<file path="src/design/assert_macros.svh">
// ----------------------------------------------------------------------------
// Assertion macros shared by the noise reduction design files.
// Each macro expects clk and arst_n in the enclosing module's scope.
// ----------------------------------------------------------------------------
`ifndef ASSERT_MACROS_SVH
`define ASSERT_MACROS_SVH

// Same-cycle implication, checked out of reset
`define CHK_IMPL(lbl, ante, cons, msg) \
	lbl: assert property (@(posedge clk) disable iff (!arst_n) (ante) |-> (cons)) \
		else $error(msg);

// Next-cycle implication, checked out of reset
`define CHK_NEXT(lbl, ante, cons, msg) \
	lbl: assert property (@(posedge clk) disable iff (!arst_n) (ante) |=> (cons)) \
		else $error(msg);

`endif

</file>
<file path="src/design/tpnr_pkg.sv">
// ----------------------------------------------------------------------------
// tpnr_pkg
// Types, constants and the per-channel filter for temporal noise reduction.
// ----------------------------------------------------------------------------
package tpnr_pkg;

	// Frame store geometry
	localparam int MAX_PIXELS = 4194304;
	localparam int POS_W      = $clog2(MAX_PIXELS);
	localparam int CNT_W      = 23;
	localparam int CMP_W      = (POS_W + 1 > CNT_W) ? POS_W + 1 : CNT_W;

	// Channel and register widths
	localparam int CH_W       = 8;
	localparam int LEVEL_W    = 4;
	localparam int CFG_DATA_W = 23;
	localparam int CFG_IDX_W  = 1;

	// Register reset values
	localparam logic [LEVEL_W-1:0] LEVEL_RST = LEVEL_W'(10);
	localparam logic [CNT_W-1:0]   FRAME_RST = CNT_W'(4194304);

	// Divide by three: x * 683 >> 11 is exact for x <= 765
	localparam int DIV3_MUL   = 683;
	localparam int DIV3_SHIFT = 11;

	// Queue depths
	localparam int IQ_DEPTH = 4;
	localparam int IQ_AW    = $clog2(IQ_DEPTH);
	localparam int IQ_CW    = $clog2(IQ_DEPTH + 1);
	localparam int OQ_DEPTH = 2;
	localparam int OQ_AW    = $clog2(OQ_DEPTH);
	localparam int OQ_CW    = $clog2(OQ_DEPTH + 1);

	// Configuration register indexes
	typedef enum logic [CFG_IDX_W-1:0] {
		REG_LEVEL        = 1'b0,
		REG_FRAME_PIXELS = 1'b1
	} cfg_reg_t;

	// Classified input item, front to back
	typedef struct packed {
		logic [CH_W-1:0]  red;
		logic [CH_W-1:0]  green;
		logic [CH_W-1:0]  blue;
		logic [CH_W-1:0]  alpha;
		logic             invalid;
		logic             last;
		logic [POS_W-1:0] pos;
	} pix_item_t;

	// Result item
	typedef struct packed {
		logic [CH_W-1:0] red;
		logic [CH_W-1:0] green;
		logic [CH_W-1:0] blue;
		logic [CH_W-1:0] alpha;
		logic            last;
	} pix_res_t;

	// One color channel: keep, blend or hold depending on distance to history
	function automatic logic [CH_W-1:0] filter_chan(
		input logic [CH_W-1:0]    cur,
		input logic [CH_W-1:0]    prev,
		input logic [LEVEL_W-1:0] lvl
	);
		logic [CH_W-1:0]   diff;
		logic [CH_W+1:0]   sum;
		logic [CH_W+11:0]  prod;
		logic [CH_W-1:0]   res;
		diff = (cur >= prev) ? (cur - prev) : (prev - cur);
		sum  = {1'b0, cur, 1'b0} + {2'b00, prev};
		prod = (CH_W+12)'(sum) * (CH_W+12)'(DIV3_MUL);
		if (diff < {{(CH_W-LEVEL_W){1'b0}}, lvl}) begin
			if (diff > {{(CH_W-LEVEL_W+1){1'b0}}, lvl[LEVEL_W-1:1]}) begin
				res = prod[DIV3_SHIFT +: CH_W];
			end else begin
				res = prev;
			end
		end else begin
			res = cur;
		end
		return res;
	endfunction

endpackage

</file>
<file path="src/design/tpnr_fifo.sv">
// ----------------------------------------------------------------------------
// tpnr_fifo
// Short queue between the front and the back; flags full and empty.
// ----------------------------------------------------------------------------
`include "assert_macros.svh"

module tpnr_fifo
	import tpnr_pkg::*;
(
	input  logic      clk,
	input  logic      arst_n,
	input  logic      wr,
	input  pix_item_t wr_item,
	output logic      full,
	input  logic      rd,
	output pix_item_t rd_item,
	output logic      empty
);

	pix_item_t        slot_q [IQ_DEPTH];
	logic [IQ_AW-1:0] wp_q;
	logic [IQ_AW-1:0] rp_q;
	logic [IQ_CW-1:0] cnt_q;
	logic             do_wr;
	logic             do_rd;

	assign full    = (cnt_q == IQ_CW'(IQ_DEPTH));
	assign empty   = (cnt_q == '0);
	assign do_wr   = wr && !full;
	assign do_rd   = rd && !empty;
	assign rd_item = slot_q[rp_q];

	// Storage
	always_ff @(posedge clk) begin
		if (do_wr) begin
			slot_q[wp_q] <= wr_item;
		end
	end

	// Pointers and fill level
	always_ff @(posedge clk or negedge arst_n) begin
		if (!arst_n) begin
			wp_q  <= '0;
			rp_q  <= '0;
			cnt_q <= '0;
		end else begin
			if (do_wr) begin
				wp_q <= (wp_q == IQ_AW'(IQ_DEPTH - 1)) ? '0 : wp_q + IQ_AW'(1);
			end
			if (do_rd) begin
				rp_q <= (rp_q == IQ_AW'(IQ_DEPTH - 1)) ? '0 : rp_q + IQ_AW'(1);
			end
			if (do_wr && !do_rd) begin
				cnt_q <= cnt_q + IQ_CW'(1);
			end else if (do_rd && !do_wr) begin
				cnt_q <= cnt_q - IQ_CW'(1);
			end
		end
	end

	`CHK_IMPL(a_iq_bound, 1'b1, cnt_q <= IQ_CW'(IQ_DEPTH), "input queue count over depth")

endmodule

</file>
<file path="config.mk">
export PLATFORM = sky130hd
export DESIGN_NAME = tpnr_fifo
export DESIGN_NICKNAME = d
export VERILOG_FILES = /design/src/design/tpnr_pkg.sv /design/src/design/tpnr_fifo.sv
export VERILOG_INCLUDE_DIRS = /design/src /design/src/design
export SDC_FILE = /design/constraint.sdc
export NUM_CORES = 1
export LEC_CHECK = 0
export BUFFER_PORTS_ARGS = -buffer_cell sky130_fd_sc_hd__buf_2
export CAP_MARGIN = 0
export CORE_AREA = 2 2 141 143
export CTS_CLUSTER_SIZE = 20
export DETAILED_ROUTE_END_ITERATION = 12
export DIE_AREA = 0 0 143 145
export HOLD_SLACK_MARGIN = 0.05
export PLACE_DENSITY_LB_ADDON = 0.1
export SLEW_MARGIN = 20
export SYNTH_ARGS = -nofsm -noshare
export SYNTH_HDL_FRONTEND = slang
export SYNTH_SLANG_ARGS = --single-unit
export TNS_END_PERCENT = 5
</file>
<file path="constraint.sdc">
create_clock -name clk -period 3.7 [get_ports clk]
set_input_delay 0.185 -clock clk [delete_from_list [all_inputs] [get_ports clk]]
set_output_delay 0.185 -clock clk [all_outputs]
set_load 0.01 [all_outputs]
</file>
==> results.sh <==
export IMPL_mostFrequentLayoutCells="edfxtp_1, buf_2, dlygate4sd3_1"
export IMPL_drtPass1Iterations=5
export IMPL_power_density_nw_per_um2=771
export IMPL_peakVddDrop_mv=0.504
export IMPL_n_antenna_cell=0
export IMPL_drt_initial_drc_count=207
export IMPL_core_area_um2=19200
export IMPL_crit_start="rp_q[0]$_DFFE_PN0P_"
export IMPL_initial_core_util=0.445
export IMPL_tightest_slew_ns=0.754
export IMPL_pre_cts_ws_ns=1.46
export IMPL_numCtsBuffers=24
export IMPL_cp_max_fo=34
export IMPL_final_common_cell="edfxtp_1"
export IMPL_grt_first_pass_wirelength_um=24400
export IMPL_slew_headroom=0.497
export IMPL_cts_hold_buffers=59
export IMPL_synth_area_um2=8550
export IMPL_cp_endpoint="rd_item[9]"
export IMPL_post_route_util=0.566
export IMPL_ys_seq_area_frac=0.807
export IMPL_routed_wl_um=15700
export IMPL_hold_class="input port to flip-flop"
export IMPL_leakage_nw=3.77
export IMPL_rsz0062_at_grt="false"
export IMPL_yosys_area_top_type_share=0.787
export IMPL_clock_fmax_mhz=387
export IMPL_critPathLaunchType="flip-flop"
export IMPL_grt_ovfl_total=0
export IMPL_yosys_warnings=0
export IMPL_routabilityCongestion=0.673
export IMPL_final_area_um2=10900
export IMPL_htreeDepth=1
export IMPL_setup_violations=0
export IMPL_syn_nets=397
export IMPL_ioPinCount=118
export IMPL_grt_usage=0.155
export IMPL_vias=4040
export IMPL_top_layer="met4"
export IMPL_fin_crit_sh=0.698
export IMPL_layout_setup_ws_ns=1.12
export IMPL_route_detailed_drc=0
export IMPL_r2r_start="cnt_q[2]$_DFFE_PN0P_"
export IMPL_r2r_slack_ns=1.50
export IMPL_wl_met2_um=8380
export IMPL_synth_seq_cells=231
export IMPL_place_inst=706
export IMPL_cts_tree="done"
export IMPL_cts_resized=0
export IMPL_rr_endpoint="slot_q[2][53]$_DFFE_PP_"
export IMPL_setup_tns_ns=0
export IMPL_cp_required_ns=3.51
export IMPL_clk_pin_slew_ns=0.06
export IMPL_routed_wl_met3_um=790
export IMPL_yosys_top_cells_area="edfxtp_1, mux4_2, dfrtp_1, ha_1, buf_12"
export IMPL_cts_setup_buffers=0
export IMPL_final_layout_size_suffix_gt1_frac=0.426
export IMPL_die_y_um=145
export IMPL_antenna_found_initial=0
export IMPL_reg2reg_depth=4
export IMPL_yosys_area_top_type="edfxtp_1"
export IMPL_final_cells=809
export IMPL_finalHoldWorstSlack_ns=0.214
export IMPL_clk_latency_ns=0.50
export IMPL_rows=51
export IMPL_avgViaCountPerCell=4.99
export IMPL_numClockSinks=231
export IMPL_skew_ns=0.00956
export IMPL_syn_inst=330
export IMPL_io_buffers=117
export IMPL_routedWlPerCell_um=19.4
export IMPL_yosysUniqueCellTypes=22
export IMPL_wl_met1_um=6330
export IMPL_die_area_um2=20700
export IMPL_min_period_ns=2.58
export IMPL_p_total_mw=8.38
export IMPL_synth_area_per_cell_um2=25.9
export IMPL_place_area_um2=9470
export IMPL_drtAntennaViolNets=0
export IMPL_grt_max_degree=55
export IMPL_grt_pass1_vias=4444
export IMPL_cp_end_kind="output port"
export IMPL_finalMaxSlewViolations=0
export IMPL_hold_viol=0
export IMPL_die_w_um=143
export IMPL_cts_root_buf="clkbuf_16"
export IMPL_nets=593
export IMPL_cp_arrival_ns=2.40
export IMPL_detailedPlacementHpwl_um=8900
export IMPL_ctsLongestPathBuffers=3
export IMPL_area_delta_synth_final_pct=27.1
export IMPL_status="completed"
export IMPL_drv_cap=0
export IMPL_crit_type="flip-flop to output port"
## registers in the layout, summed over array words and instances, names as in the netlist
name,count
cnt_q,3
rp_q,2
slot_q,224
wp_q,2
## how the worst min path moves through the flow
stage,startpoint,endpoint,slack (ns),cells after the start
finish,wr,wp_q[1]$_DFFE_PN0P_,0.21,3
global route,wr,wp_q[1]$_DFFE_PN0P_,0.21,3
CTS,wr,wp_q[1]$_DFFE_PN0P_,0.19,3
detailed placement,arst_n,wp_q[1]$_DFFE_PN0P_,0.03,1
global placement,arst_n,wp_q[1]$_DFFE_PN0P_,0.03,1
floorplan,arst_n,cnt_q[0]$_DFFE_PN0P_,-0.11,0
## critical path: stages (launching register included)
cell     delay [ns]
dfrtp_4        0.77
buf_12         0.36
mux4_2         0.58
buf_2          0.16
## synth_stat cells, drive strengths merged
cell      n
nor2b     1
xnor2     1
edfxtp  224
xor2      2
dfrtp     7
a21o      1
inv       3
nor3      2
nor2      3
nor3b     1
o31ai     1
and2      3
fa        1
clkbuf    2
nand2     1
buf      11
mux2      4
mux4     56
ha        6
## layer usage
metal	global-route usage	vias up
met3	0.0356	20
met2	0.275	95
met1	0.193	2126
met4	0.0386	0
li1	-	1799
met5	0	-
## report_power, final
| part | switching, mW | total [mW] | internal, mW | leakage [nW] |
|---|---|---|---|---|
| Sequential | 0.274 | 3.73 | 3.46 | 2.13 |
| Clock | 0.928 | 2.37 | 1.44 | 0.392 |
| Combinational | 1.15 | 2.28 | 1.13 | 1.24 |
| Total | 2.35 | 8.38 | 6.03 | 3.77 |
## logic make-up (layout without fill, tap and decap cells)
group           Yosys count  count (layout)  synth area share
buf+inv                  16             230            0.0155
xor+xnor                  3               3           0.00307
flops                   231             231             0.807
mux                      60              60             0.153
compound gates            2               2           0.00234
simple gates             11              11           0.00761
fa+ha+maj                 7               7            0.0111
## area by class of cell
cell class / count / area [um2]
clock buffer: 33 / 686
clock inverter: 11 / 114
fill: 1456 / 8340
inverter: 3 / 11.3
multi-input combinational: 83 / 1520
sequential: 231 / 6910
tap: 265 / 332
timing repair buffer: 183 / 1290
No activity file was read; power rests on OpenSTA's default activity.
