<file path="src/design/assert_macros.svh">
// ----------------------------------------------------------------------------
// Assertion macros shared by the noise reduction design files.
// Each macro expects clk and arst_n in the enclosing module's scope.
// ----------------------------------------------------------------------------
`ifndef ASSERT_MACROS_SVH
`define ASSERT_MACROS_SVH

// Same-cycle implication, checked out of reset
`define CHK_IMPL(lbl, ante, cons, msg) \
	lbl: assert property (@(posedge clk) disable iff (!arst_n) (ante) |-> (cons)) \
		else $error(msg);

// Next-cycle implication, checked out of reset
`define CHK_NEXT(lbl, ante, cons, msg) \
	lbl: assert property (@(posedge clk) disable iff (!arst_n) (ante) |=> (cons)) \
		else $error(msg);

`endif

</file>
<file path="src/design/tpnr_pkg.sv">
// ----------------------------------------------------------------------------
// tpnr_pkg
// Types, constants and the per-channel filter for temporal noise reduction.
// ----------------------------------------------------------------------------
package tpnr_pkg;

	// Frame store geometry
	localparam int MAX_PIXELS = 4194304;
	localparam int POS_W      = $clog2(MAX_PIXELS);
	localparam int CNT_W      = 23;
	localparam int CMP_W      = (POS_W + 1 > CNT_W) ? POS_W + 1 : CNT_W;

	// Channel and register widths
	localparam int CH_W       = 8;
	localparam int LEVEL_W    = 4;
	localparam int CFG_DATA_W = 23;
	localparam int CFG_IDX_W  = 1;

	// Register reset values
	localparam logic [LEVEL_W-1:0] LEVEL_RST = LEVEL_W'(10);
	localparam logic [CNT_W-1:0]   FRAME_RST = CNT_W'(4194304);

	// Divide by three: x * 683 >> 11 is exact for x <= 765
	localparam int DIV3_MUL   = 683;
	localparam int DIV3_SHIFT = 11;

	// Queue depths
	localparam int IQ_DEPTH = 4;
	localparam int IQ_AW    = $clog2(IQ_DEPTH);
	localparam int IQ_CW    = $clog2(IQ_DEPTH + 1);
	localparam int OQ_DEPTH = 2;
	localparam int OQ_AW    = $clog2(OQ_DEPTH);
	localparam int OQ_CW    = $clog2(OQ_DEPTH + 1);

	// Configuration register indexes
	typedef enum logic [CFG_IDX_W-1:0] {
		REG_LEVEL        = 1'b0,
		REG_FRAME_PIXELS = 1'b1
	} cfg_reg_t;

	// Classified input item, front to back
	typedef struct packed {
		logic [CH_W-1:0]  red;
		logic [CH_W-1:0]  green;
		logic [CH_W-1:0]  blue;
		logic [CH_W-1:0]  alpha;
		logic             invalid;
		logic             last;
		logic [POS_W-1:0] pos;
	} pix_item_t;

	// Result item
	typedef struct packed {
		logic [CH_W-1:0] red;
		logic [CH_W-1:0] green;
		logic [CH_W-1:0] blue;
		logic [CH_W-1:0] alpha;
		logic            last;
	} pix_res_t;

	// One color channel: keep, blend or hold depending on distance to history
	function automatic logic [CH_W-1:0] filter_chan(
		input logic [CH_W-1:0]    cur,
		input logic [CH_W-1:0]    prev,
		input logic [LEVEL_W-1:0] lvl
	);
		logic [CH_W-1:0]   diff;
		logic [CH_W+1:0]   sum;
		logic [CH_W+11:0]  prod;
		logic [CH_W-1:0]   res;
		diff = (cur >= prev) ? (cur - prev) : (prev - cur);
		sum  = {1'b0, cur, 1'b0} + {2'b00, prev};
		prod = (CH_W+12)'(sum) * (CH_W+12)'(DIV3_MUL);
		if (diff < {{(CH_W-LEVEL_W){1'b0}}, lvl}) begin
			if (diff > {{(CH_W-LEVEL_W+1){1'b0}}, lvl[LEVEL_W-1:1]}) begin
				res = prod[DIV3_SHIFT +: CH_W];
			end else begin
				res = prev;
			end
		end else begin
			res = cur;
		end
		return res;
	endfunction

endpackage

</file>
<file path="src/design/tpnr_front.sv">
// ----------------------------------------------------------------------------
// tpnr_front
// Accepts pixels, tags each with its frame position and end-of-frame flag.
// ----------------------------------------------------------------------------
`include "assert_macros.svh"

module tpnr_front
	import tpnr_pkg::*;
(
	input  logic                clk,
	input  logic                arst_n,
	input  logic                push,
	input  logic [CH_W-1:0]     red_in,
	input  logic [CH_W-1:0]     green_in,
	input  logic [CH_W-1:0]     blue_in,
	input  logic [CH_W-1:0]     alpha_in,
	input  logic                history_invalid,
	input  logic [CNT_W-1:0]    frame_pixels,
	input  logic                iq_full,
	output logic                iq_push,
	output pix_item_t           iq_item
);

	logic [POS_W-1:0] pos_q;
	logic [CMP_W-1:0] pos_inc;
	logic [CMP_W-1:0] frame_cnt;
	logic [CMP_W-1:0] frame_max;
	logic             last;

	// Clamp frame size to the store depth
	assign frame_max = CMP_W'(MAX_PIXELS);
	assign frame_cnt = (CMP_W'(frame_pixels) > frame_max) ? frame_max : CMP_W'(frame_pixels);
	assign pos_inc   = CMP_W'(pos_q) + CMP_W'(1);
	assign last      = (pos_inc >= frame_cnt);

	assign iq_push = push && !iq_full;

	// Item to the queue
	always_comb begin
		iq_item.red     = red_in;
		iq_item.green   = green_in;
		iq_item.blue    = blue_in;
		iq_item.alpha   = alpha_in;
		iq_item.invalid = history_invalid;
		iq_item.last    = last;
		iq_item.pos     = pos_q;
	end

	// Raster position, wraps at end of frame
	always_ff @(posedge clk or negedge arst_n) begin
		if (!arst_n) begin
			pos_q <= '0;
		end else if (iq_push) begin
			pos_q <= last ? '0 : pos_inc[POS_W-1:0];
		end
	end

	`CHK_NEXT(a_pos_wrap, iq_push && last, pos_q == '0, "position did not wrap at frame end")

endmodule

</file>
<file path="config.mk">
export PLATFORM = sky130hd
export DESIGN_NAME = tpnr_front
export DESIGN_NICKNAME = d
export VERILOG_FILES = /design/src/design/tpnr_pkg.sv /design/src/design/tpnr_front.sv
export VERILOG_INCLUDE_DIRS = /design/src /design/src/design
export SDC_FILE = /design/constraint.sdc
export NUM_CORES = 1
export LEC_CHECK = 0
export ABC_AREA = 1
export BUFFER_PORTS_ARGS = -buffer_cell sky130_fd_sc_hd__buf_2
export CAP_MARGIN = 20
export CORE_UTILIZATION = 35
export CTS_CLUSTER_DIAMETER = 30
export DETAILED_ROUTE_END_ITERATION = 7
export SYNTH_ARGS = -nofsm -noshare
export SYNTH_HDL_FRONTEND = slang
export SYNTH_SLANG_ARGS = --single-unit
export TNS_END_PERCENT = 50
</file>
<file path="constraint.sdc">
create_clock -name clk -period 6.9 [get_ports clk]
set_input_delay 0.69 -clock clk [delete_from_list [all_inputs] [get_ports clk]]
set_output_delay 0.69 -clock clk [all_outputs]
set_load 0.05 [all_outputs]
</file>
==> impl_summary.txt, run 1 <==
----------------------------------------------------
[Timing]
  RSZ-0062 raised after global routing ... no
  Total negative slack for setup checks ... 0 ns
  Post-route clock skew ... 0.002649 ns
  Final hold violation count ... 0
  Portion of the clock cycle consumed by the worst path in the final layout ... 59.83%
  Count of pins over their slew limit ... 0
  Achievable frequency ... 0.2422 GHz
  Shortest period the worst path allows ... 4.128 ns
  Headroom to the max-slew limit ... 51.21%
  Number of setup violations in the final report ... 0
  Slew at the pin closest to its max-slew limit ... 0.7274 ns

[Global routing]
  Overflow left after global routing ... 0
  First-pass GRT wire length ... 10630 microns
  Vias in the first global route ... 2188
  Maximum number of pins on one net before global-route repair ... 27
  Number of antenna violations at the first check in global routing ... 0
  Total Routing Usage GR ... 17.88%

[Cells and area]
  Biggest registers after layout ... pos_q x22
  Synth-to-layout area growth ... 5.147%
  Flip-flop count of the largest register after layout ... 22
  Antenna cell count ... 0
  Final Util ... 38.86%
  NumNets Final ... 499
  Fraction of final layout cells with drive strength greater than 1 ... 19.13%
  Register Area ... 550.5 sq um
  Multi-input combinational cell area ... 0.001572 sq mm
  Filler cell count in the final layout ... 765
  Register ranked first by flip-flop count ... pos_q

[Power and ir drop]
  Leakage dissipation ... 1.460 nW
  Power density normalized to cell area ... 200.9 mW/mm^2
  Maximum VDD drop ... 0.00007510 V

[Clocking]
  Number of clock buffers inserted by TritonCTS ... 3
  Sink count of the clock tree ... 22
  H-tree depth ... 1
  Resized Gates After CTS ... 0
  CTS tree ... yes
  Clock buffer depth ... 2
  Cts-stage hold buffer count ... 0
  Post-CTS setup buffers ... 0
  Clock latency on the worst-skew pair ... 0.26 ns
  Clk pin slew, worst setup/hold paths ... 0.08 ns
  CTS Root Cell ... clkbuf_8

[Synthesis]
  Proportion of synthesized chip area in sequential cells ... 21.57%
  Library cell with the highest instance count after synthesis ... nand2_1
  Mean post-synth cell area ... 6.381 sq um
  Area leader, netlist ... nand2_1
  Number of flops mapped to enable cells by yosys ... 0
  Cell types with the highest counts after synthesis ... 160 x nand2_1, 39 x nor2_1, 35 x inv_1, 34 x buf_4, 24 x ha_1
  Total of flip-flops plus latches after synthesis ... 22
  Area fraction of the dominant cell type after synthesis ... 23.53%
  Netlist area before placement ... 0.002552 sq mm
  Synth async-reset ratio ... 100.0%
  Synth unique cells ... 28
  Synth Warn # ... 0
  Synth Net Count ... 484
  Post-Synthesis Cells ... 400
  Most used flip-flop cell after synthesis ... dfrtp_1
  Top cells by area in the synthesized netlist ... nand2_1 24%, dfrtp_1 22%, ha_1 12%

[Floorplanning]
  Chip Width ... 87.40 microns
  Vertical die dimension ... 87.40 microns
  Boundary pin count ... 117
  Core Rows ... 30
  Total Die Area ... 0.007638 sq mm
  Placeable core region ... 0.006907 sq mm
  Effective utilization at floorplan ... 36.96%

[Routing]
  Initial DRC count ... 141
  Post-detailed-route wirelength per cell ... 12.67 microns
  Remaining number of nets flagged by the antenna check after routing ... 0
  Overall routed net length ... 6451 microns
  Post-route DRC ... 0
  Detailed-router iteration count before antenna repair ... 4
  Via total after detailed routing ... 2414
  Via density per instance ... 4.743

[Place]
  Total half-perimeter wirelength after legalization and detailed placement ... 5276 microns
  Last weighted congestion value of the routability-driven placer ... 0.8457
  Number of buffers inserted by port buffering ... 50

[Critical path]
  Setup crit start ... frame_pixels[16]
  Data required time at the worst endpoint ... 6.21 ns
  Worst Path Class, Setup ... input port to output port
  Kind of end point of the critical path ... output port
  Element type at the critical path start ... input port
  Max Fanout on Critical Path ... 21
  Worst path arrival time ... 3.44 ns
  R2R Path Start ... pos_q[0]$_DFFE_PN0P_

[Status]
  Result of the run ... complete, no violations

[Job]
  Total of max-cap violations ... 0

[Hold path]
  Worst min path class ... input port to asynchronous set/reset pin

----------------------------------------------------
-- placed cells by master, fill, tap and decap left out --
master,n
clkinv_1,1
nor3_4,1
nand2_1,160
o21bai_2,1
o21bai_1,3
buf_2,50
xnor2_2,3
nor2_4,2
inv_2,2
nand2_2,4
nor4_1,3
nand4_1,6
a21boi_0,2
inv_1,35
buf_4,1
nor2_1,39
clkbuf_8,3
dfrtp_1,22
a21oi_1,7
nor3_1,1
o21ai_1,11
nor2_2,9
o21ai_0,6
nand3_1,7
ha_1,24
a21o_1,1
xor2_1,6
nand3_2,3
-- worst paths after layout --
path / endpoint / slack, ns / cells past startpoint
setup / recovery: iq_item[22] / 2.77 / 12
hold / removal: pos_q[4]$_DFFE_PN0P_ / 0.40 / 1
setup reg to reg: pos_q[0]$_DFFE_PN0P_ / 3.83 / 12
hold reg to reg: pos_q[1]$_DFFE_PN0P_ / 0.59 / 2
max in group asynchronous: pos_q[19]$_DFFE_PN0P_ / 6.15 / 1
min in group clk: pos_q[1]$_DFFE_PN0P_ / 0.59 / 2
-- cells by family after synthesis --
| family | Yosys count | share of synthesized area [%] |
|---|---|---|
| and+or+nand+nor | 235 | 38.92 |
| buffers and inverters | 79 | 16.86 |
| AOI/OAI and AO/OA | 31 | 6.911 |
| adders and majority gates | 24 | 11.76 |
| DFF | 22 | 21.57 |
| xor gates and xnor gates | 9 | 3.971 |
-- cell type report --
type | count | area share (%)
Inverter | 38 | 5.315
Tap cell | 96 | 4.476
Timing Repair Buffer | 51 | 9.604
Sequential cell | 22 | 20.51
Clock buffer | 3 | 1.538
Multi-Input combinational cell | 299 | 58.55
-- worst max-delay path: stages --
cell      delay [ns]
buf_2           0.11
nor4_1          0.39
nand4_1         0.16
nand2_1         0.50
nand2_1         0.15
ha_1            0.33
nand2_1         0.06
nor2_1          0.11
a21boi_0        0.21
nor2_1          0.09
nand3_2         0.29
buf_2           0.34
-- metrics by stage --
step | hold slack [ns] | setup WS [ns] | instance area (sq um) | cells | total power, W
final | 0.3973 | 2.772 | 2684 | 509 | 0.0005393
after global routing | 0.4361 | 2.385 | 2684 | 509 | 0.0005890
after CTS | 0.4100 | 2.713 | 2684 | 509 | 0.0005458
after detailed placement | 0.5749 | 2.707 | 2643 | 506 | 0.0004627
after global placement | 0.5646 | 2.750 | 2643 | 506 | 0.0004579
after floorplan | 0.3944 | 3.405 | 2552 | 400 | 0.0004391
-- power by group --
group / switching, W / internal, W
clock: 0.0000428 / 0.0000390
combinational: 0.000197 / 0.0000798
sequential: 0.0000330 / 0.000148
total: 0.000273 / 0.000267
-- per-layer routing --
layer / global-route usage, % / up-vias / wire [microns]
li1: - / 1240 / -
met1: 25.27 / 1087 / 3043
met2: 28.55 / 81 / 2895
met3: 2.654 / 6 / 477
met4: 4.024 / 0 / 35
met5: 0 / - / 0
Note: power is estimated with default switching activity, not from simulation.
==> run 2: changes to the inputs <==
- clock period: 6.9 -> 4.3 ns (I/O delays scaled with it)
==> impl_summary.txt, run 2 (synthesized netlist as in run 1, its figures left out) <==
----------------------------------------------------
[Timing]
  Post-route clock skew ... 0.003967 ns (+0.001318 ns)
  RSZ-0062 raised after global routing ... no
  Count of pins over their slew limit ... 0 (unchanged)
  Setup slack of the critical path after layout ... 0.7282 ns (-2.044 ns)
  Shortest period the worst path allows ... 3.572 ns
  Smallest hold slack ... 0.1142 ns (-0.2832 ns)
  Number of setup violations in the final report ... 0 (unchanged)
  Total negative slack for setup checks ... 0 ns (unchanged)
  Portion of the clock cycle consumed by the worst path in the final layout ... 83.07%
  Final hold violation count ... 0 (unchanged)
  Achievable frequency ... 0.2800 GHz
  Headroom to the max-slew limit ... 51.32% (+0.11 points)
  Slew at the pin closest to its max-slew limit ... 0.7257 ns (-0.001674 ns)

[Cells and area]
  NumNets Final ... 500 (+0.20%)
  Filler cell count in the final layout ... 773 (+1.0%)
  Top library cells by usage in the layout, fill and taps aside ... 160 x nand2_1, 50 x buf_2, 39 x nor2_1
  Flip-flop count of the largest register after layout ... 22 (unchanged)
  Biggest registers after layout ... pos_q x22
  Antenna cell count ... 0 (unchanged)
  Fin cells ... 511 (+0.39%)
  Post-route design area ... 0.002705 sq mm (+0.79%)
  Most common library cell in the layout ignoring fill and taps ... nand2_1
  Synth-to-layout area growth ... 5.980%
  Fraction of final layout cells with drive strength greater than 1 ... 19.52% (+0.39 points)
  Register ranked first by flip-flop count ... pos_q

[Critical path]
  Kind of end point of the critical path ... output port
  Largest delay contributor family on the critical path ... simple AND/OR/NAND/NOR gates
  CP peak stage delay ... 0.50 ns (about the same)
  Cells traversed along the worst timing path ... buf_2, nor4_1, nand4_1, nand2_1, nand2_1, ha_1, nand2_1, nor2_1, a21boi_0, nor2_1, nand3_2, buf_4, buf_2
  Count of buffering cells on the critical path with inverters included ... 3 (+1)
  Worst Path Class, Setup ... input port to output port
  Worst path arrival time ... 3.14 ns (-0.30 ns)
  CP max-delay cell ... nand2_1
  Cell mode on critical path ... nand2_1
  Max Fanout on Critical Path ... 21 (unchanged)
  Data required time at the worst endpoint ... 3.87 ns (-2.34 ns)
  Element type at the critical path start ... input port

[Floorplanning]
  Chip Width ... 87.40 microns (unchanged)
  Core Rows ... 30 (unchanged)
  Boundary pin count ... 117 (unchanged)
  Placeable core region ... 0.006907 sq mm (unchanged)
  Effective utilization at floorplan ... 36.96% (unchanged)
  Vertical die dimension ... 87.40 microns (unchanged)
  Total Die Area ... 0.007638 sq mm (unchanged)

[Clocking]
  CTS tree ... yes
  H-tree depth ... 1 (unchanged)
  Clk pin slew, worst setup/hold paths ... 0.09 ns (about the same)
  Resized Gates After CTS ... 0 (unchanged)
  Cts-stage hold buffer count ... 0 (unchanged)
  Clock buffer depth ... 2 (unchanged)
  Sink count of the clock tree ... 22 (unchanged)
  Number of clock buffers inserted by TritonCTS ... 3 (unchanged)
  CTS Root Cell ... clkbuf_8
  Clock latency on the worst-skew pair ... 0.27 ns (about the same)
  Post-CTS setup buffers ... 0 (unchanged)

[Routing]
  Overall routed net length ... 6545 microns (+1.5%)
  Post-detailed-route wirelength per cell ... 12.81 microns (+1.1%)
  Remaining number of nets flagged by the antenna check after routing ... 0 (unchanged)
  Detailed-router iteration count before antenna repair ... 4 (unchanged)
  Post-route DRC ... 0 (unchanged)
  Via density per instance ... 4.634 (-2.3%)
  Initial DRC count ... 85 (-40%)
  Via total after detailed routing ... 2368 (-1.9%)

[Job]
  Total of max-cap violations ... 0 (unchanged)

[Global routing]
  Maximum number of pins on one net before global-route repair ... 27 (unchanged)
  Total Routing Usage GR ... 18.12% (+0.25 points)
  Overflow left after global routing ... 0 (unchanged)
  Vias in the first global route ... 2222 (+1.6%)
  First-pass GRT wire length ... 10670 microns (+0.45%)
  Number of antenna violations at the first check in global routing ... 0 (unchanged)

[Hold path]
  Worst min path class ... input port to asynchronous set/reset pin

[Place]
  Cell count after placement ... 507 (+0.20%)
  Standard cell area after detailed placement ... 0.002650 sq mm (+0.28%)
  Setup WS pre-CTS ... 0.6635 ns (-2.043 ns)
  Number of buffers inserted by port buffering ... 50 (unchanged)
  Total half-perimeter wirelength after legalization and detailed placement ... 5318 microns (+0.79%)
  Last weighted congestion value of the routability-driven placer ... 0.8462 (about the same)

[Power and ir drop]
  Maximum VDD drop ... 0.0001146 V (+53%)
  Leakage dissipation ... 1.472 nW (+0.85%)
  Power density normalized to cell area ... 331.4 mW/mm^2 (+65%)

[Status]
  Result of the run ... complete, no violations

----------------------------------------------------
-- run 2: cell types whose count changed in the layout (fill, tap and decap cells not counted) --
cell,before,now
clkbuf_8,3,4
buf_4,1,2
-- run 2: power breakdown --
part           internal [W]  switching [W]  leakage [nW]
Sequential         0.000237      0.0000535         0.300
Clock             0.0000819      0.0000771        0.0288
Combinational      0.000133       0.000314          1.14
Total              0.000452       0.000445          1.47
-- run 2: layout make-up --
cell class | instances | area [sq um] | share of cell area (%)
inverters | 38 | 142.6 | 5.273
multi-input cells | 299 | 1572 | 58.09
flip-flops and latches | 22 | 550.5 | 20.35
clock buffers | 4 | 55.05 | 2.035
well taps | 96 | 120.1 | 4.440
repair buffers | 52 | 265.3 | 9.806
-- run 2: path summary, 6_finish.rpt --
| path | start | to | slack, ns | cells after the start |
|---|---|---|---|---|
| worst min-delay path | arst_n | pos_q[5]$_DFFE_PN0P_ | 0.11 | 1 |
| min in group clk | pos_q[14]$_DFFE_PN0P_ | pos_q[14]$_DFFE_PN0P_ | 0.61 | 2 |
| worst min register to register | pos_q[14]$_DFFE_PN0P_ | pos_q[14]$_DFFE_PN0P_ | 0.61 | 2 |
| worst max register to register | pos_q[0]$_DFFE_PN0P_ | pos_q[18]$_DFFE_PN0P_ | 1.32 | 14 |
| max in group asynchronous | arst_n | pos_q[13]$_DFFE_PN0P_ | 3.84 | 1 |
| worst max-delay path | frame_pixels[16] | iq_item[22] | 0.73 | 13 |
-- run 2: routing by layer --
metal	share of wire [%]	global-route usage [%]	vias to the layer above	wire length, microns
met2	44	29.55	72	2856
met4	1.3	5.812	0	87
met3	6.1	2.464	10	400
met5	0	0	-	0
met1	49	24.64	1046	3200
li1	-	-	1240	-
-- run 2: stage by stage --
step / util [%] / power (W)
6_report: 39.17 / 0.0008964
5_1_grt: 39.17 / 0.0009683
4_1_cts: 39.17 / 0.0009067
3_5_place_dp: 38.37 / 0.0007459
3_3_place_gp: 38.37 / 0.0007367
2_1_floorplan: - / 0.0007046
==> run 3: changes to the inputs <==
- ABC_AREA: 1 -> 0
- PLACE_DENSITY: default -> 0.66
- clock period: 4.3 -> 3 ns (I/O delays scaled with it)
==> impl_summary.txt, run 3 <==
----------------------------------------------------
[Status]
  Result of the run ... complete, but fails checks
  Failing checks ... DRC, hold timing, setup timing

[Cells and area]
  Fin cells ... 461 (-9.8%)
  Fraction of final layout cells with drive strength greater than 1 ... 50.13% (+31 points)
  Final Util ... 50.17% (+11 points)
  Register ranked first by flip-flop count ... pos_q
  Most common library cell in the layout ignoring fill and taps ... buf_4
  Biggest registers after layout ... pos_q x22
  Filler cell count in the final layout ... 618 (-20%)
  Synth-to-layout area growth ... 39.35%
  Post-route design area ... 0.003390 sq mm (+25%)
  NumNets Final ... 466 (-6.8%)
  Flip-flop count of the largest register after layout ... 22 (unchanged)
  Top library cells by usage in the layout, fill and taps aside ... 82 x buf_4, 49 x buf_2, 44 x nand2_1
  Antenna cell count ... 0 (unchanged)

[Place]
  Setup WS pre-CTS ... -0.4355 ns (-1.099 ns)
  Last weighted congestion value of the routability-driven placer ... 0.8201 (-3.1%)
  Number of buffers inserted by port buffering ... 50 (unchanged)
  Total half-perimeter wirelength after legalization and detailed placement ... 5289 microns (-0.54%)
  Standard cell area after detailed placement ... 0.003112 sq mm (+17%)
  Cell count after placement ... 445 (-12%)

[Floorplanning]
  Placeable core region ... 0.006756 sq mm (-2.2%)
  Vertical die dimension ... 85.37 microns (-2.3%)
  Total Die Area ... 0.007287 sq mm (-4.6%)
  Boundary pin count ... 117 (unchanged)
  Effective utilization at floorplan ... 36.00% (-0.96 points)
  Chip Width ... 85.37 microns (-2.3%)
  Core Rows ... 30 (unchanged)

[Critical path]
  Kind of end point of the critical path ... output port
  Largest delay contributor family on the critical path ... simple AND/OR/NAND/NOR gates
  Worst setup slack for register-to-register paths ... -0.21 ns (-1.53 ns)
  R2R Path Start ... pos_q[0]$_DFFE_PN0P_
  Element type at the critical path start ... flop
  Cell mode on critical path ... nor3_4
  CP max-delay cell ... dfrtp_2
  Depth of the worst register-to-register path ... 14 (unchanged)
  Cells traversed along the worst timing path ... ha_4, nand4_4, nor3_4, nand3_2, nor2_2, xor2_1, ha_1, inv_1, nor4_4, nor4b_4, nor3_4, inv_2, buf_8
  CP peak stage delay ... 0.42 ns (-0.08 ns)
  Worst R2R End ... pos_q[0]$_DFFE_PN0P_
  Max Fanout on Critical Path ... 4 (-81%)
  Count of buffering cells on the critical path with inverters included ... 3 (unchanged)
  Worst path arrival time ... 2.97 ns (-0.17 ns)
  Data required time at the worst endpoint ... 2.70 ns (-1.17 ns)
  Worst Path Class, Setup ... flop to output port

[Timing]
  Post-route clock skew ... 0.004757 ns (+0.0007903 ns)
  Achievable frequency ... 0.3055 GHz
  Smallest hold slack ... -0.01157 ns (-0.1257 ns)
  Setup slack of the critical path after layout ... -0.2738 ns (-1.002 ns)
  Shortest period the worst path allows ... 3.274 ns
  Slew at the pin closest to its max-slew limit ... 0.5083 ns (-0.2175 ns)
  Final hold violation count ... 22 (+22)
  Count of pins over their slew limit ... 0 (unchanged)
  Headroom to the max-slew limit ... 66.11% (+15 points)
  Portion of the clock cycle consumed by the worst path in the final layout ... 109.1%
  Number of setup violations in the final report ... 15 (+15)
  RSZ-0062 raised after global routing ... yes
  Total negative slack for setup checks ... -2.567 ns (-2.567 ns)

[Power and ir drop]
  Maximum VDD drop ... 0.0002150 V (+88%)
  Clock network fraction of total power ... 24.4% (+6.7 points)
  Switching share of power ... 37.73% (-12 points)
  Leakage dissipation ... 1.778 nW (+21%)
  Share of total power in combinational logic ... 45.3% (-4.5 points)
  Power density normalized to cell area ... 341.2 mW/mm^2 (+3.0%)
  Share of power burned in registers ... 30.3% (-2.1 points)
  Net load switching power ... 0.0004364 W (-1.8%)
  Internal power contribution ... 0.0007200 W (+59%)

[Synthesis]
  Netlist area before placement ... 0.002432 sq mm (-4.7%)
  Cell types with the highest counts after synthesis ... 47 x nand2_1, 37 x buf_4, 24 x ha_1, 22 x dfrtp_1
  Number of flops mapped to enable cells by yosys ... 0 (unchanged)
  Post-Synthesis Cells ... 283 (-29%)
  Top cells by area in the synthesized netlist ... dfrtp_1 23%, ha_1 12%, buf_4 11%
  Most used flip-flop cell after synthesis ... dfrtp_1
  Synth async-reset ratio ... 100.0% (unchanged)
  Total of flip-flops plus latches after synthesis ... 22 (unchanged)
  Mean post-synth cell area ... 8.595 sq um (+35%)
  Synth Warn # ... 0 (unchanged)
  Synth Net Count ... 367 (-24%)
  Library cell with the highest instance count after synthesis ... nand2_1
  Synth unique cells ... 43 (+54%)
  Area fraction of the dominant cell type after synthesis ... 22.63% (-0.90 points)
  Proportion of synthesized chip area in sequential cells ... 22.63% (+1.1 points)
  Area leader, netlist ... dfrtp_1

[Clocking]
  Clock latency on the worst-skew pair ... 0.27 ns (about the same)
  Number of clock buffers inserted by TritonCTS ... 3 (unchanged)
  CTS tree ... yes
  CTS Root Cell ... clkbuf_8
  Clock buffer depth ... 2 (unchanged)
  Clk pin slew, worst setup/hold paths ... 0.08 ns (about the same)
  H-tree depth ... 1 (unchanged)
  Sink count of the clock tree ... 22 (unchanged)
  Cts-stage hold buffer count ... 0 (unchanged)

[Global routing]
  Routing layer with the top usage in global route ... met2
  Overflow left after global routing ... 0 (unchanged)
  Total Routing Usage GR ... 19.60% (+1.5 points)
  Vias in the first global route ... 2400 (+8.0%)
  GR met2 Demand/Resource ... 32.04% (+2.5 points)
  Number of antenna violations at the first check in global routing ... 0 (unchanged)
  Maximum number of pins on one net before global-route repair ... 23 (-15%)
  First-pass GRT wire length ... 11430 microns (+7.0%)
  Met3 Resource Use GR ... 1.265% (-1.2 points)
  Met1 GRT Util ... 28.09% (+3.5 points)

[Routing]
  Post-route DRC ... 1 (+1)
  Post-detailed-route wirelength per cell ... 14.89 microns (+16%)
  Initial DRC count ... 163 (+92%)
  Via total after detailed routing ... 2401 (+1.4%)
  Remaining number of nets flagged by the antenna check after routing ... 0 (unchanged)
  Overall routed net length ... 6864 microns (+4.9%)
  Detailed-router iteration count before antenna repair ... 7 (+3)
  Via density per instance ... 5.208 (+12%)

[Hold path]
  Worst min path class ... input port to asynchronous set/reset pin

[Job]
  Total of max-cap violations ... 0 (unchanged)

----------------------------------------------------
## run 3: logic make-up after synthesis
family / Yosys count / share of synthesized area (%)
multiplexers: 1 / 0.4629
flip-flops: 22 / 22.63
buffers and inverters: 50 / 14.20
AND/OR/NAND/NOR: 113 / 26.49
XOR/XNOR: 20 / 7.510
AO/OA/AOI/OAI: 53 / 16.36
adder cells (fa/ha/maj): 24 / 12.35
## run 3: per-stage QoR
stage	hold slack [ns]	power (W)
after CTS	0.01147	0.001154
after detailed placement	0.3053	0.0008604
after global routing	0.02421	0.001226
after global placement	0.2936	0.0008471
final	-0.01157	0.001156
after floorplan	0.004409	0.0007860
## run 3: worst max path at each step
stage	slack, ns	cells after the start	end	start
after floorplan	-0.24	11	iq_item[22]	frame_pixels[9]
after global placement	-0.37	12	iq_item[22]	frame_pixels[9]
after detailed placement	-0.44	12	iq_item[22]	frame_pixels[9]
after CTS	-0.28	13	iq_item[22]	pos_q[0]$_DFFE_PN0P_
after global routing	-0.47	13	iq_item[22]	pos_q[0]$_DFFE_PN0P_
final	-0.27	13	iq_item[22]	pos_q[0]$_DFFE_PN0P_
## run 3: power by group through the flow
stage	logic, W	registers [W]	clock network (W)
after floorplan	0.000315	0.000471	0
after global placement	0.000495	0.000352	0
after detailed placement	0.000506	0.000354	0
after CTS	0.000515	0.000351	0.000288
after global routing	0.000576	0.000353	0.000297
final	0.000524	0.000351	0.000282
## run 3: area by class of cell
cell class / count / area [sq um] / area share, %
Multi-Input combinational cell: 211 / 1677 / 49.46
Tap cell: 80 / 100.1 / 2.953
Clock inverter: 1 / 30.03 / 0.8859
Inverter: 7 / 26.28 / 0.7752
Clock buffer: 3 / 41.29 / 1.218
Timing Repair Buffer: 137 / 949.7 / 28.02
Sequential cell: 22 / 565.5 / 16.69
## run 3: layer usage
layer	part of all wire, %	wire, microns
met1	47	3243
met2	45	3089
met3	5.8	396
met4	2.0	135
met5	0	0
## run 3: repair_timing
action,4_1_cts,5_1_grt
pin swaps,18,7
setup endpoints to repair,23,23
setup buffers,5,6
gates resized for setup,19,5
cloned,1,1
